$ cat config.mk
export PLATFORM = sky130hd
export DESIGN_NAME = frnp_dist
export DESIGN_NICKNAME = d
export VERILOG_FILES = /design/src/hw/rtl/fixed_radius_neighbor_pairs_macros.svh /design/src/hw/rtl/frnp_pkg.sv /design/src/hw/rtl/frnp_dist.sv
export SDC_FILE = /design/constraint.sdc
export NUM_CORES = 2
export LEC_CHECK = 0
export ABC_CLOCK_PERIOD_IN_PS = 10400
export BUFFER_PORTS_ARGS = -buffer_cell sky130_fd_sc_hd__buf_2
export CAP_MARGIN = 20
export CELL_PAD_IN_SITES_DETAIL_PLACEMENT = 0
export CELL_PAD_IN_SITES_GLOBAL_PLACEMENT = 2
export CORE_MARGIN = 2
export CORE_UTILIZATION = 37
export DETAILED_ROUTE_END_ITERATION = 10
export PLACE_DENSITY_LB_ADDON = 0.1
export SLEW_MARGIN = 0
export SYNTH_ARGS = -nofsm -noshare
export SYNTH_HDL_FRONTEND = slang
export SYNTH_SLANG_ARGS = --single-unit
$ cat constraint.sdc
create_clock -name clock -period 10.4 [get_ports clock]
set_input_delay 0.52 -clock clock [delete_from_list [all_inputs] [get_ports clock]]
set_output_delay 0.52 -clock clock [all_outputs]
set_load 0.03 [all_outputs]
$ cat src/hw/rtl/fixed_radius_neighbor_pairs_macros.svh
// Assertion macros shared by the neighbor pair search block.
`ifndef FIXED_RADIUS_NEIGHBOR_PAIRS_MACROS_SVH
`define FIXED_RADIUS_NEIGHBOR_PAIRS_MACROS_SVH

// Plain implication check, sampled on the rising clock edge outside reset.
`define FRNP_CHECK(lbl, prop, msg) \
   lbl: assert property (@(posedge clock) disable iff (reset) prop) else $error(msg);

// Invariant check that holds on every clock edge outside reset.
`define FRNP_ALWAYS(lbl, expr, msg) \
   lbl: assert property (@(posedge clock) disable iff (reset) (expr)) else $error(msg);

`endif

$ cat src/hw/rtl/frnp_pkg.sv
// Package with sizes, types and codes of the neighbor pair search block.
package frnp_pkg;

   localparam int CAPACITY      = 256;
   localparam int MAX_NEIGHBORS = 16;

   localparam int CNT_W     = $clog2(CAPACITY + 1);
   localparam int HC_W      = $clog2(MAX_NEIGHBORS + 1);
   localparam int HIT_IDX_W = (MAX_NEIGHBORS > 1) ? $clog2(MAX_NEIGHBORS) : 1;

   localparam int ID_W    = 32;
   localparam int POS_W   = 24;
   localparam int STATE_W = 8;
   localparam int DIST_W  = 52;
   localparam int MAG_W   = POS_W + 1;
   localparam int SQ_W    = 2 * MAG_W;

   localparam logic [DIST_W-1:0] CUTOFF_RESET = DIST_W'(64'd16777216);

   // Action codes carried by the request beat.
   localparam logic ACT_INSERT = 1'b0;
   localparam logic ACT_CLEAR  = 1'b1;

   typedef struct packed {
      logic [ID_W-1:0]         id;
      logic signed [POS_W-1:0] x;
      logic signed [POS_W-1:0] y;
      logic signed [POS_W-1:0] z;
      logic [STATE_W-1:0]      state;
   } particle_type;

   typedef struct packed {
      logic               hit;
      logic [ID_W-1:0]    id;
      logic [STATE_W-1:0] state;
   } hit_type;

   typedef enum logic [1:0] {
      ST_IDLE,
      ST_SCAN,
      ST_FLUSH,
      ST_EMIT
   } frnp_state_type;

endpackage

$ cat src/hw/rtl/frnp_dist.sv
// Distance unit: squares the coordinate gaps, then sums and tests the cutoff.
module frnp_dist import frnp_pkg::*; (
   input  logic              clock,
   input  logic              reset,
   input  logic              valid,
   input  particle_type      probe,
   input  particle_type      stored,
   input  logic [DIST_W-1:0] cutoff,
   output hit_type           result
);

   logic signed [MAG_W-1:0] dx, dy, dz;
   logic [MAG_W-1:0]        mx, my, mz;
   logic [SQ_W-1:0]         sqx_ff, sqy_ff, sqz_ff;
   logic                    valid_ff;
   logic [ID_W-1:0]         id_ff;
   logic [STATE_W-1:0]      state_ff;
   logic [DIST_W-1:0]       sum;

   // Magnitudes of the coordinate gaps.
   always_comb begin
      dx = MAG_W'(probe.x) - MAG_W'(stored.x);
      dy = MAG_W'(probe.y) - MAG_W'(stored.y);
      dz = MAG_W'(probe.z) - MAG_W'(stored.z);
      mx = dx[MAG_W-1] ? MAG_W'(-dx) : MAG_W'(dx);
      my = dy[MAG_W-1] ? MAG_W'(-dy) : MAG_W'(dy);
      mz = dz[MAG_W-1] ? MAG_W'(-dz) : MAG_W'(dz);
   end

   // Square stage, registered.
   always_ff @(posedge clock) begin
      if (reset) begin
         valid_ff <= 1'b0;
      end else begin
         valid_ff <= valid;
      end
   end

   always_ff @(posedge clock) begin
      sqx_ff   <= mx * mx;
      sqy_ff   <= my * my;
      sqz_ff   <= mz * mz;
      id_ff    <= stored.id;
      state_ff <= stored.state;
   end

   // Sum of the squares fits in the compare width without overflow.
   always_comb begin
      sum          = DIST_W'(sqx_ff) + DIST_W'(sqy_ff) + DIST_W'(sqz_ff);
      result.hit   = valid_ff && (sum <= cutoff);
      result.id    = id_ff;
      result.state = state_ff;
   end

endmodule

==> metrics.csv <==
metric,value,unit
status,"finished, violations left",
failing checks,antenna rules,
Final period util,95.3,%
worst slew pin tran,982,ps
final worst slack,494,ps
slew margin rel.,33.7,%
row cnt,155,
clock slew at reported path FFs,90,ps
clock buffer depth,2,
largest net degree at the start of global routing,25,
"EDFF count, synth",0,
antenna-violating nets left,1,
Die Y,427,um
H-tree depth,4,
Post-Route Utilization,43.6,%
CORE AREA,178000,um^2
GPL Wtd Cong,0.897,
vias in the first global route,55800,
Layout Nets,10800,
fmax,0.101,GHz
Starting DRT DRC Count,2104,
TritonCTS clock tree,yes,
Crit Path Class,input port to flip-flop,
HP Class,input port to flip-flop,
Max stage delay on crit path,550,ps
CP Data Required Time,10790,ps
layout cells sized above 1,15.4,%
Starting Density,37.2,%
area grow syn2layout,17.3,%
Port Buffers,279,
"Hold-fix buffers, CTS",0,
Synth cell types,99,
GRT overflow,0,
vias per cell,4.73,
Die Area,182000,um^2
"Top cell by count, worst path",fa_1,
initial antenna violation count,5,
"Hold Vio Cnt, Final",0,
vias,50900,
"most common cell after layout, fill and taps aside",inv_1,
cell count after synthesis,7388,
Critical Path AT,10290,ps
final-report max-slew violation count,0,
dpl hpwl,180000,um
"Top FF cell, synth",dfxtp_1,
final WL,202000,um
CP max FO,10,
Worst setup EP type,flip-flop,
Post-Syn Area,66200,um^2
Synth Area per Inst,8.96,um^2
Worst setup SP type,input port,
clock root cell,clkbuf_16,
Wirelength per Cell,18.7,um
"commonest non-fill, non-tap cells in the layout","inv_1 (1935), fa_1 (1458), buf_4 (809), ha_1 (711), nor2_1 (633)",
TritonCTS buffer count,17,
DRC,0,
all-layer global routing usage,22.9,%
fin crit period,9910,ps
Max Cap Violations,0,
Die Wd,427,um
IO Pins,320,
Worst path slowest cell,fa_1,
Final setup viols,0,
DR pass1 iterations,5,
Async SR Flop Fraction,0,%
Setup WS pre-CTS,-639,ps
register area share after synthesis,5.69,%
number of synthesized register bits,188,
Ys Warns,0,
Sink Count,188,
first-pass GRT wire length,320000,um
==> registers in the layout (all words and copies together), names as in the netlist <==
signal    count
sqx_ff       49
sqy_ff       49
sqz_ff       49
id_ff        32
state_ff      8
valid_ff      1
==> Yosys cell counts (32+ instances only) <==
master	n	share of area, %
o21bai_1	40	0.45
a21oi_1	268	2.0
dfxtp_1	188	5.7
nor3_1	53	0.40
fa_1	1458	44
clkbuf_1	155	0.88
o21a_1	49	0.56
nor2b_1	38	0.36
xor2_1	112	1.5
nor2_1	633	3.6
nand2_1	555	3.1
a31oi_1	32	0.30
ha_1	711	13
o21ai_0	152	1.1
nand3_1	61	0.46
nand4_1	37	0.35
xnor2_1	208	2.8
nand2b_1	77	0.73
a21o_1	160	1.8
inv_1	1939	11
==> cells by family (layout without fill, tap and decap cells) <==
kind of cell / after synthesis / after routing / share of synthesized area [%]
flip-flops: 188 / 188 / 5.69
buffers and inverters: 2155 / 3111 / 12.3
adder cells (fa/ha/maj): 2169 / 2169 / 57.5
AND/OR/NAND/NOR: 1633 / 1633 / 11.0
other: 2 / 64 / 0.0113
multiplexers: 9 / 9 / 0.159
AO/OA/AOI/OAI: 906 / 906 / 8.93
XOR/XNOR: 326 / 326 / 4.38
==> metal layers <==
metal | vias up | track usage, % | share of wire, %
met5 | - | 0 | 0
met4 | 0 | 4.55 | 2.1
met3 | 141 | 1.39 | 2.5
met2 | 726 | 41.1 | 51
met1 | 25700 | 30.3 | 44
li1 | 24400 | - | -
==> critical path, delay by kind of cell <==
kind / cells / cell delay [ps]
adders and majority gates: 10 / 4490
buffers and inverters: 12 / 1410
xor gates and xnor gates: 2 / 360
and+or+nand+nor: 4 / 700
AOI/OAI and AO/OA: 14 / 2770
==> layout make-up <==
| type | count | area [um^2] |
|---|---|---|
| well taps | 2355 | 2950 |
| flip-flops and latches | 188 | 3760 |
| multi-input cells | 5100 | 54700 |
| inverters | 1955 | 7340 |
| repair buffers | 1124 | 8190 |
| clock buffers | 17 | 425 |
| clock inverters | 15 | 236 |
| fillers | 18000 | 100000 |
| diodes | 7 | 17.5 |
==> per-stage QoR <==
stage	instance area (um^2)	setup TNS (ps)	cells	hold WS, ps
finish	77600	0	10800	111
global route	77600	-1.90	10800	82.3
CTS	77500	0	10800	72.2
detailed placement	76800	-4510	10700	624
global placement	76800	-4610	10700	623
floorplan	66400	0	7443	548
==> worst paths after layout <==
| path | start | end | slack, ps | depth (start not counted) |
|---|---|---|---|---|
| worst min-delay path | stored[98] | id_ff[18]$_DFF_P_ | 110 | 1 |
| worst max-delay path | probe[32] | sqy_ff[47]$_DFF_P_ | 490 | 42 |
==> repair_timing <==
item / CTS / global route
setup buffers: 0 / 2
endpoints found under the setup margin: 1 / 23
resized for setup: 2 / 32
hold endpoints to repair: 0 / 0
cloned: 0 / 0
pin swaps: 0 / 8
Power is left out: the tool's default activity adds up to more than one toggle a clock period on the data nets, which glitch-free logic cannot reach.
